$ cat src/pid_pkg.sv
// Package for the pooled index dictionary coder: beat structs and default sizes.
// Used by every module under src/.
package pid_pkg;

  localparam int DICT_DEPTH_DEF = 64;
  localparam int ID_WIDTH_DEF   = 16;

  typedef struct packed {
    logic [15:0] global_id;
    logic        record_start;
  } item_beat_t;

  typedef struct packed {
    logic [6:0] code_bits;
    logic [2:0] code_length;
    logic       is_new;
    logic [5:0] slot;
    logic       overflow;
  } code_beat_t;

endpackage

$ cat src/pid_cell.sv
// One dictionary slot: holds an identifier and compares it with the search key.
// Depends on pid_pkg.
module pid_cell #(
  parameter int ID_WIDTH = pid_pkg::ID_WIDTH_DEF,
  parameter int INDEX    = 0,
  parameter int CNT_W    = 7
) (
  input  logic                clk,
  input  logic [ID_WIDTH-1:0] key,
  input  logic [CNT_W-1:0]    count,
  input  logic                write,
  output logic                match
);
  import pid_pkg::*;

  logic [ID_WIDTH-1:0] id;

  // only slots below the fill count take part in the search
  always_ff @(posedge clk) begin
    if (write && (count == CNT_W'(INDEX))) begin
      id <= key;
    end
    match <= (count > CNT_W'(INDEX)) && (id == key);
  end

endmodule

$ cat src/pid_first_match.sv
// Lowest-slot selection over the cell match vector.
// Depends on pid_pkg.
module pid_first_match #(
  parameter int DICT_DEPTH = pid_pkg::DICT_DEPTH_DEF,
  parameter int IDX_W      = 6
) (
  input  logic [DICT_DEPTH-1:0] match,
  output logic                  hit,
  output logic [IDX_W-1:0]      index
);
  import pid_pkg::*;

  logic [DICT_DEPTH-1:0] lowest;

  // isolate the lowest set bit, then encode the one-hot result
  assign lowest = match & (~match + DICT_DEPTH'(1));
  assign hit    = |match;

  always_comb begin
    index = '0;
    for (int i = 0; i < DICT_DEPTH; i++) begin
      if (lowest[i]) begin
        index = index | IDX_W'(i);
      end
    end
  end

endmodule

$ cat src/pooled_index_dictionary_coder.sv
// Top level of the pooled index dictionary coder: control, fill count, output register.
// Depends on pid_pkg, pid_cell, pid_first_match.
//
//  channel | direction | handshake             | payload
//  item    | in        | item_valid/item_stall | item (item_beat_t)
//  code    | out       | code_valid/code_stall | code (code_beat_t)
//
// Each item passes a compare state, in which every cell compares its slot with the key,
// then a resolve state, in which the lowest match is picked, the result is loaded and
// a miss is appended. The next item is taken in the resolve state, so items overlap.
// A stalled result holds the resolve state until the output register frees.
// rst clears the fill count and the control state; slot contents are left as they are.
module pooled_index_dictionary_coder #(
  parameter int DICT_DEPTH = pid_pkg::DICT_DEPTH_DEF,
  parameter int ID_WIDTH   = pid_pkg::ID_WIDTH_DEF
) (
  input  logic               clk,
  input  logic               rst,
  input  logic               item_valid,
  output logic               item_stall,
  input  pid_pkg::item_beat_t item,
  output logic               code_valid,
  input  logic               code_stall,
  output pid_pkg::code_beat_t code
);
  import pid_pkg::*;

  localparam int IDX_W = $clog2(DICT_DEPTH);
  localparam int CNT_W = $clog2(DICT_DEPTH + 1);

  localparam logic [1:0] ST_IDLE    = 2'd0;
  localparam logic [1:0] ST_SEARCH  = 2'd1;
  localparam logic [1:0] ST_RESOLVE = 2'd2;

  // ceil(log2(n)) for a fill count
  function automatic logic [4:0] index_bits(input logic [CNT_W-1:0] n);
    logic [CNT_W-1:0] v;
    logic [4:0]       b;
    v = n - CNT_W'(1);
    b = '0;
    if (n != '0) begin
      for (int i = 0; i < CNT_W; i++) begin
        if (v[i]) begin
          b = 5'(i + 1);
        end
      end
    end
    return b;
  endfunction

  logic [1:0]            state;
  logic [1:0]            state_next;
  logic [CNT_W-1:0]      count;
  logic [CNT_W-1:0]      count_next;
  logic [ID_WIDTH-1:0]   key;
  logic [2:0]            hit_len;
  logic [DICT_DEPTH-1:0] match;
  logic                  hit;
  logic [IDX_W-1:0]      hit_idx;
  logic                  full;
  logic                  append;
  logic                  fire;
  logic                  accept;
  logic [31:0]           idx_wide;
  logic [31:0]           cnt_wide;
  logic [31:0]           key_wide;
  code_beat_t            result;

  assign fire       = (state == ST_RESOLVE) && (!code_valid || !code_stall);
  assign item_stall = !((state == ST_IDLE) || fire);
  assign accept     = item_valid && !item_stall;
  assign full       = (count == CNT_W'(DICT_DEPTH));
  assign append     = !hit && !full;
  assign key_wide   = 32'(item.global_id);

  for (genvar g = 0; g < DICT_DEPTH; g++) begin : g_cell
    pid_cell #(
      .ID_WIDTH (ID_WIDTH),
      .INDEX    (g),
      .CNT_W    (CNT_W)
    ) u_cell (
      .clk   (clk),
      .key   (key),
      .count (count),
      .write (fire && append),
      .match (match[g])
    );
  end

  pid_first_match #(
    .DICT_DEPTH (DICT_DEPTH),
    .IDX_W      (IDX_W)
  ) u_first (
    .match (match),
    .hit   (hit),
    .index (hit_idx)
  );

  assign idx_wide = 32'(hit_idx);
  assign cnt_wide = 32'(count);

  always_comb begin
    result = '0;
    priority if (hit) begin
      result.code_bits   = idx_wide[6:0];
      result.code_length = hit_len;
      result.slot        = idx_wide[5:0];
    end else if (full) begin
      result.code_bits   = 7'd1;
      result.code_length = 3'd1;
      result.overflow    = 1'b1;
    end else begin
      // the very first entry of a record costs no bit
      result.code_bits   = (count != '0) ? 7'd1 : 7'd0;
      result.code_length = (count != '0) ? 3'd1 : 3'd0;
      result.is_new      = 1'b1;
      result.slot        = cnt_wide[5:0];
    end
  end

  always_comb begin
    state_next = state;
    priority if (accept) begin
      state_next = ST_SEARCH;
    end else if (fire) begin
      state_next = ST_IDLE;
    end else if (state == ST_SEARCH) begin
      state_next = ST_RESOLVE;
    end
  end

  always_comb begin
    count_next = count;
    if (fire && append) begin
      count_next = count + CNT_W'(1);
    end
    if (accept && item.record_start) begin
      count_next = '0;
    end
  end

  always_ff @(posedge clk) begin
    if (rst) begin
      state      <= ST_IDLE;
      count      <= '0;
      code_valid <= 1'b0;
    end else begin
      state <= state_next;
      count <= count_next;
      if (fire) begin
        code_valid <= 1'b1;
      end else if (!code_stall) begin
        code_valid <= 1'b0;
      end
    end
  end

  always_ff @(posedge clk) begin
    if (accept) begin
      key <= key_wide[ID_WIDTH-1:0];
    end
    if (state == ST_SEARCH) begin
      hit_len <= 3'(5'd1 + index_bits(count));
    end
    if (fire) begin
      code <= result;
    end
  end

endmodule

$ cat config.mk
export PLATFORM = sky130hd
export DESIGN_NAME = pooled_index_dictionary_coder
export DESIGN_NICKNAME = d
export VERILOG_FILES = /design/src/pid_pkg.sv /design/src/pid_cell.sv /design/src/pid_first_match.sv /design/src/pooled_index_dictionary_coder.sv
export SDC_FILE = /design/constraint.sdc
export NUM_CORES = 2
export LEC_CHECK = 0
export ABC_AREA = 0
export BUFFER_PORTS_ARGS = -buffer_cell sky130_fd_sc_hd__buf_2
export CAP_MARGIN = 10
export CELL_PAD_IN_SITES_DETAIL_PLACEMENT = 1
export CELL_PAD_IN_SITES_GLOBAL_PLACEMENT = 1
export CORE_MARGIN = 4
export CORE_UTILIZATION = 28
export DETAILED_ROUTE_END_ITERATION = 10
export HOLD_SLACK_MARGIN = 0.03
export PLACE_DENSITY = 0.53
export SYNTH_ARGS = -nofsm -noshare
export SYNTH_HDL_FRONTEND = slang
export SYNTH_SLANG_ARGS = --single-unit
$ cat constraint.sdc
create_clock -name clk -period 4.37 [get_ports clk]
set_clock_uncertainty 0.05 [all_clocks]
set_input_delay 0.437 -clock clk [delete_from_list [all_inputs] [get_ports clk]]
set_output_delay 0.437 -clock clk [all_outputs]
set_load 0.01 [all_outputs]
# ---- Yosys cells after proc, flatten, opt, wreduce, memory -nomap -nowiden
# Cells that the tools add are included.
dict set report totals {
  register_bits 1135
  in_bits 21
  out_inout_bits 20
  word_cells 595
}
dict set report classes {
  addsub 4
  magnitude_cmp 64
  n_eq_ne 131
  muxes 107
  n_bitwise 2
  reduce_logical 147
}
# cell count
set ops {}
lappend ops {{16-bit == test} 64}
lappend ops {{7-bit by 6-bit == test with 1-bit output (second input constant)} 32}
lappend ops {{7-bit by 6-bit greater-than comparator with 1-bit output (second input constant)} 32}
lappend ops {{6-bit two-way mux} 33}
lappend ops {{1-bit logical AND} 133}
lappend ops {{7-bit by 5-bit == test with 1-bit output (second input constant)} 16}
lappend ops {{7-bit by 5-bit greater-than comparator with 1-bit output (second input constant)} 16}
lappend ops {{5-bit two-way mux} 16}
lappend ops {{3-bit two-way mux} 26}
lappend ops {{64-bit by 1-bit adder with 64-bit output (second input constant)} 1}
lappend ops {{64-bit AND} 1}
lappend ops {{64-bit inverter} 1}
lappend ops {{64-bit OR reduction} 1}
lappend ops {{7-bit by 4-bit == test with 1-bit output (second input constant)} 8}
lappend ops {{7-bit by 4-bit greater-than comparator with 1-bit output (second input constant)} 8}
lappend ops {{4-bit two-way mux} 9}
lappend ops {{7-bit by 3-bit == test with 1-bit output (second input constant)} 4}
lappend ops {{7-bit by 3-bit greater-than comparator with 1-bit output (second input constant)} 4}
lappend ops {{7-bit by 2-bit == test with 1-bit output (second input constant)} 2}
lappend ops {{7-bit by 1-bit greater-than comparator with 1-bit output (second input constant)} 2}
lappend ops {{7-bit by 2-bit greater-than comparator with 1-bit output (second input constant)} 2}
lappend ops {{2-bit two-way mux} 7}
lappend ops {{7-bit two-way mux} 2}
lappend ops {{1-bit two-way mux} 12}
lappend ops {{other kinds (17)} 23}

# ---- Logic depth before layout (Yosys ltp)
dict set report logic_depth {
  word_depth 67
  mapped_depth 12
  depth_no_buf 10
}

# ---- Least setup slack after synthesis
# No wires, ideal clock.
dict set report synth_timing {
  kind {flip-flop to flip-flop}
  start {reg count[0]}
  end {reg g_cell[18].u_cell.id[0], enable pin}
  setup_ps 436
  t_arrival_ps 3828
  slack_ps 55
  path_stages_with_launch 12
  path_buffers 3
  cell_sequence {dfxtp_1 clkbuf_1 clkbuf_1 inv_1 ha_1 nand2b_1 nor3_1 nand2_1 and4_1 buf_2 nand3_1 nor4b_1}
}
dict set report synth_via {
  elab_chain_cells 5
  word_cells_on_any_way 6
  classes_between {2 x eq/ne; 4 x reduce/logical}
}
# item line_no
set synth_lines {}
lappend synth_lines {{from (decl)} pooled_index_dictionary_coder.sv:53} ;# logic [CNT_W-1:0] count;
lappend synth_lines {{from (signal assigned)} pooled_index_dictionary_coder.sv:149} ;# count <= count_next;
lappend synth_lines {{7-bit == test} pooled_index_dictionary_coder.sv:72} ;# assign full = (count == CNT_W'(DICT_DEPTH));
lappend synth_lines {{1-bit zero test} pooled_index_dictionary_coder.sv:73} ;# assign append = !hit && !full;
lappend synth_lines {{1-bit logical AND} pooled_index_dictionary_coder.sv:73}
lappend synth_lines {{1-bit logical AND} pooled_index_dictionary_coder.sv:85} ;# .write (fire && append),
lappend synth_lines {{1-bit logical AND (*)} pid_cell.sv:20} ;# if (write && (count == CNT_W'(INDEX))) begin
lappend synth_lines {{to (signal assigned)} pid_cell.sv:21} ;# id <= key;
lappend synth_lines {{to (decl)} pid_cell.sv:16} ;# logic [ID_WIDTH-1:0] id;
# Every way passes the cells marked *; elsewhere a longest branch is shown, timed or not.
# A chain may end at the register's enable or synchronous reset.

# ---- Final worst setup path
dict set report layout_timing {
  start {reg g_cell[41].u_cell.match}
  end {reg g_cell[22].u_cell.id[10], enable pin}
}
dict set report layout_via {
  elab_chain_cells 5
}
# item line_no
set layout_lines {}
lappend layout_lines {{from (decl)} pid_cell.sv:12} ;# output logic match
lappend layout_lines {{from (signal assigned)} pid_cell.sv:23} ;# match <= (count > CNT_W'(INDEX)) && (id == key);
lappend layout_lines {{64-bit OR reduction} pid_first_match.sv:17} ;# assign hit = |match;
lappend layout_lines {{1-bit zero test} pooled_index_dictionary_coder.sv:73}
lappend layout_lines {{1-bit logical AND} pooled_index_dictionary_coder.sv:73}
lappend layout_lines {{1-bit logical AND} pooled_index_dictionary_coder.sv:85}
lappend layout_lines {{1-bit logical AND} pid_cell.sv:20}
lappend layout_lines {{to (signal assigned)} pid_cell.sv:21}
lappend layout_lines {{to (decl)} pid_cell.sv:16}
# No other way between the ends.

==> reports/results.txt <==
CTS Buf Count - 131
1st-iter DRT viols - 1902
Post-Synth Simple-Gate Area - 8.55%
antenna violations before repair - 5
RSZ-0062 raised after global routing - false
LEAKAGE - 19.0 nW
Core Area - 170000 µm²
FFs w/ async S/R, synth - 0%
Antenna Nets Post-Route - 0
Synth Area in Compound Gates - 2.05%
hold buffer count at cts - 19
largest family of logic cells by synthesized area - XOR/XNOR gates
routed vias - 27400
Fmax achieved - 249 MHz
Period minus WS final - 4.02 ns
post-CTS setup buffers - 0
critical path startpoint category - register
critical path class - register to register
Clock transition at path regs - 0.07 ns
CTS root buffer - clkbuf_16
critical path buffer and inverter count - 2
Worst Path Arrival - 4.43 ns
Hold Path Class - input pin to register
Syn. warnings - 0
period utilization - 92.1%
htree depth - 4
Slew headroom - 26.2%
status - finished clean
drt first pass iters - 5
Synth Instances - 3234
CP max stage cell - nor4b_2
die area - 179000 µm²
Final Max Tran Viols - 0
Tot GR Track Use - 15.4%
clk buf depth - 3
CP dominant cell by count - buf_4
post-CTS resize count - 0
drt drc - 0
count leader, synth - edfxtp_1
Worst-Margin Slew - 1.11 ns
TNS Setup - 0 ns
Total Wirelength - 139000 µm
chip width - 423 µm
Multi-input gate area - 14300 µm²
CTS Sinks - 1134
Top Family by Delay on Critical Path - simple AND/OR/NAND/NOR gates
Mean Syn Cell Area - 14.9 µm²
CTS tree - built
Yosys reg bits - 1134
largest net degree at the start of global routing - 63
NumNets Final - 3532
EDFF count, synth - 1060
Placer Congestion - 0.960
Adder-Cell Fraction of Synth Area - 0.156%
I/O Buffers - 39
Skew-Pair Late Insertion Delay - 0.76 ns
crit path max fanout - 16
Synth area leaders - edfxtp_1 (66%), xor2_1 (15%), xnor2_1 (3.6%)
Die Y - 423 µm
final setup fails - 0
post-synth cell types - 70
Req. time, crit path - 4.77 ns
sequential cell area fraction in the yosys report - 69.1%
largest stage delay on the critical path - 0.57 ns
synthesized area - 48200 µm²
vias in the first global route - 28600
ys flop type - edfxtp_1
Initial Util - 28.3%
wire per inst - 23.5 µm
GRT Residual Overflow - 0
DP HPWL - 90400 µm
VDD IR max - 0.383 mV
syn_nets - 3261
register area - 33300 µm²
Placed Area - 52900 µm²
count of final hold-check violations - 0
vias per cell - 4.64
cells along the critical path - nor4_4 -> nand3_1 -> nor4b_2 -> and4_1 -> buf_4 -> nand3b_1 -> nor2_1 -> buf_4
io pins - 41
multiplexer share of the synthesized area - 0%
Yosys top cell by area - edfxtp_1
global-route wire length before repair - 203000 µm
fin area - 57100 µm²
Std-Cell Rows - 151
XOR/XNOR share of the synthesized area - 18.7%
Syn-to-layout area delta - 18.5%
Fill cells - 17700
Synth top area share - 66.1%
share of cells above drive strength 1 - 12.6%
Power Density - 412 nW/µm²
commonest cells in the netlist - edfxtp_1 (1060), xor2_1 (830), nor4_1 (247)
MaxCap Viol Count - 0
crit end category - register
flip-flops by register name, summed over array words and instances (netlist names):
| name | count |
|---|---|
| key | 16 |
| g_cell.u_cell.id | 1024 |
| hit_len | 3 |
| g_cell.u_cell.match | 64 |
| code | 17 |
| code_valid | 1 |
| count | 7 |
| state | 2 |
power breakdown:
part	internal, mW	leakage [nW]	switching, mW	total [mW]
Sequential	11.9	10.1	0.0312	11.9
Clock	5.94	1.95	4.42	10.4
Combinational	0.417	6.88	0.815	1.23
placed cells by master, fill, tap and decap left out, drive strengths merged, types with 47 or more instances in the layout:
master  count
nor2      142
buf       268
xnor2     200
edfxtp   1060
nand2      69
xor2      830
nor3       47
clkbuf    174
nand3      51
dfxtp      74
nor4      250
nand4      99
layout make-up:
class                      count  area share (%)
antenna                        2         0.00877
timing repair buffer         287            4.45
clock inverter                56           0.929
multi-input combinational   1932            25.0
sequential                  1134            58.3
tap                         2295            5.03
clock buffer                 174            6.15
inverter                      19           0.125
per-stage QoR:
stage          hold WS (ns)  power (mW)  setup slack [ns]  instances  utilization, %
3_5_place_dp          0.443        13.4             0.457       5648            31.1
6_report              0.174        23.5             0.347       5899            33.5
3_3_place_gp          0.437        13.4             0.473       5648            31.1
4_1_cts              0.0842        23.9             0.435       5897            33.5
2_1_floorplan         0.436        12.8            0.0553       3234               -
5_1_grt               0.135        24.4             0.223       5898            33.5
final timing paths:
| kind | from | end | slack, ns | cells after the start |
|---|---|---|---|---|
| max | g_cell[41].u_cell.match$_DFF_P_ | g_cell[22].u_cell.id[10]$_DFFE_PP_ | 0.35 | 8 |
| min reg2reg | hit_len[1]$_DFFE_PP_ | code[9]$_SDFFCE_PN0P_ | 0.48 | 1 |
| max reg2reg | g_cell[41].u_cell.match$_DFF_P_ | g_cell[22].u_cell.id[10]$_DFFE_PP_ | 0.35 | 8 |
| min | item[0] | count[1]$_SDFFE_PP0P_ | 0.17 | 3 |
worst register-to-register path: stages, from the launching register on:
cell      delay [ns]
dfxtp_1         0.37
nor4_4          0.52
nand3_1         0.26
nor4b_2         0.57
and4_1          0.52
buf_4           0.27
nand3b_1        0.43
nor2_1          0.43
buf_4           0.31
layer usage:
metal  vias to the layer above  wire, µm  global-route usage (%)
met3                       183      6730                    2.88
li1                      12400         -                       -
met2                       564     63500                    24.5
met4                         0      3460                    4.64
met1                     14200     64800                    21.4
met5                         -         0                       0
logic make-up after synthesis:
family,Yosys count
DFF,1134
buffers and inverters,168
adders and majority gates,6
xor gates and xnor gates,1030
and+or+nand+nor,741
other,1
AOI/OAI and AO/OA,154
Power figures use the tool's default switching activity.
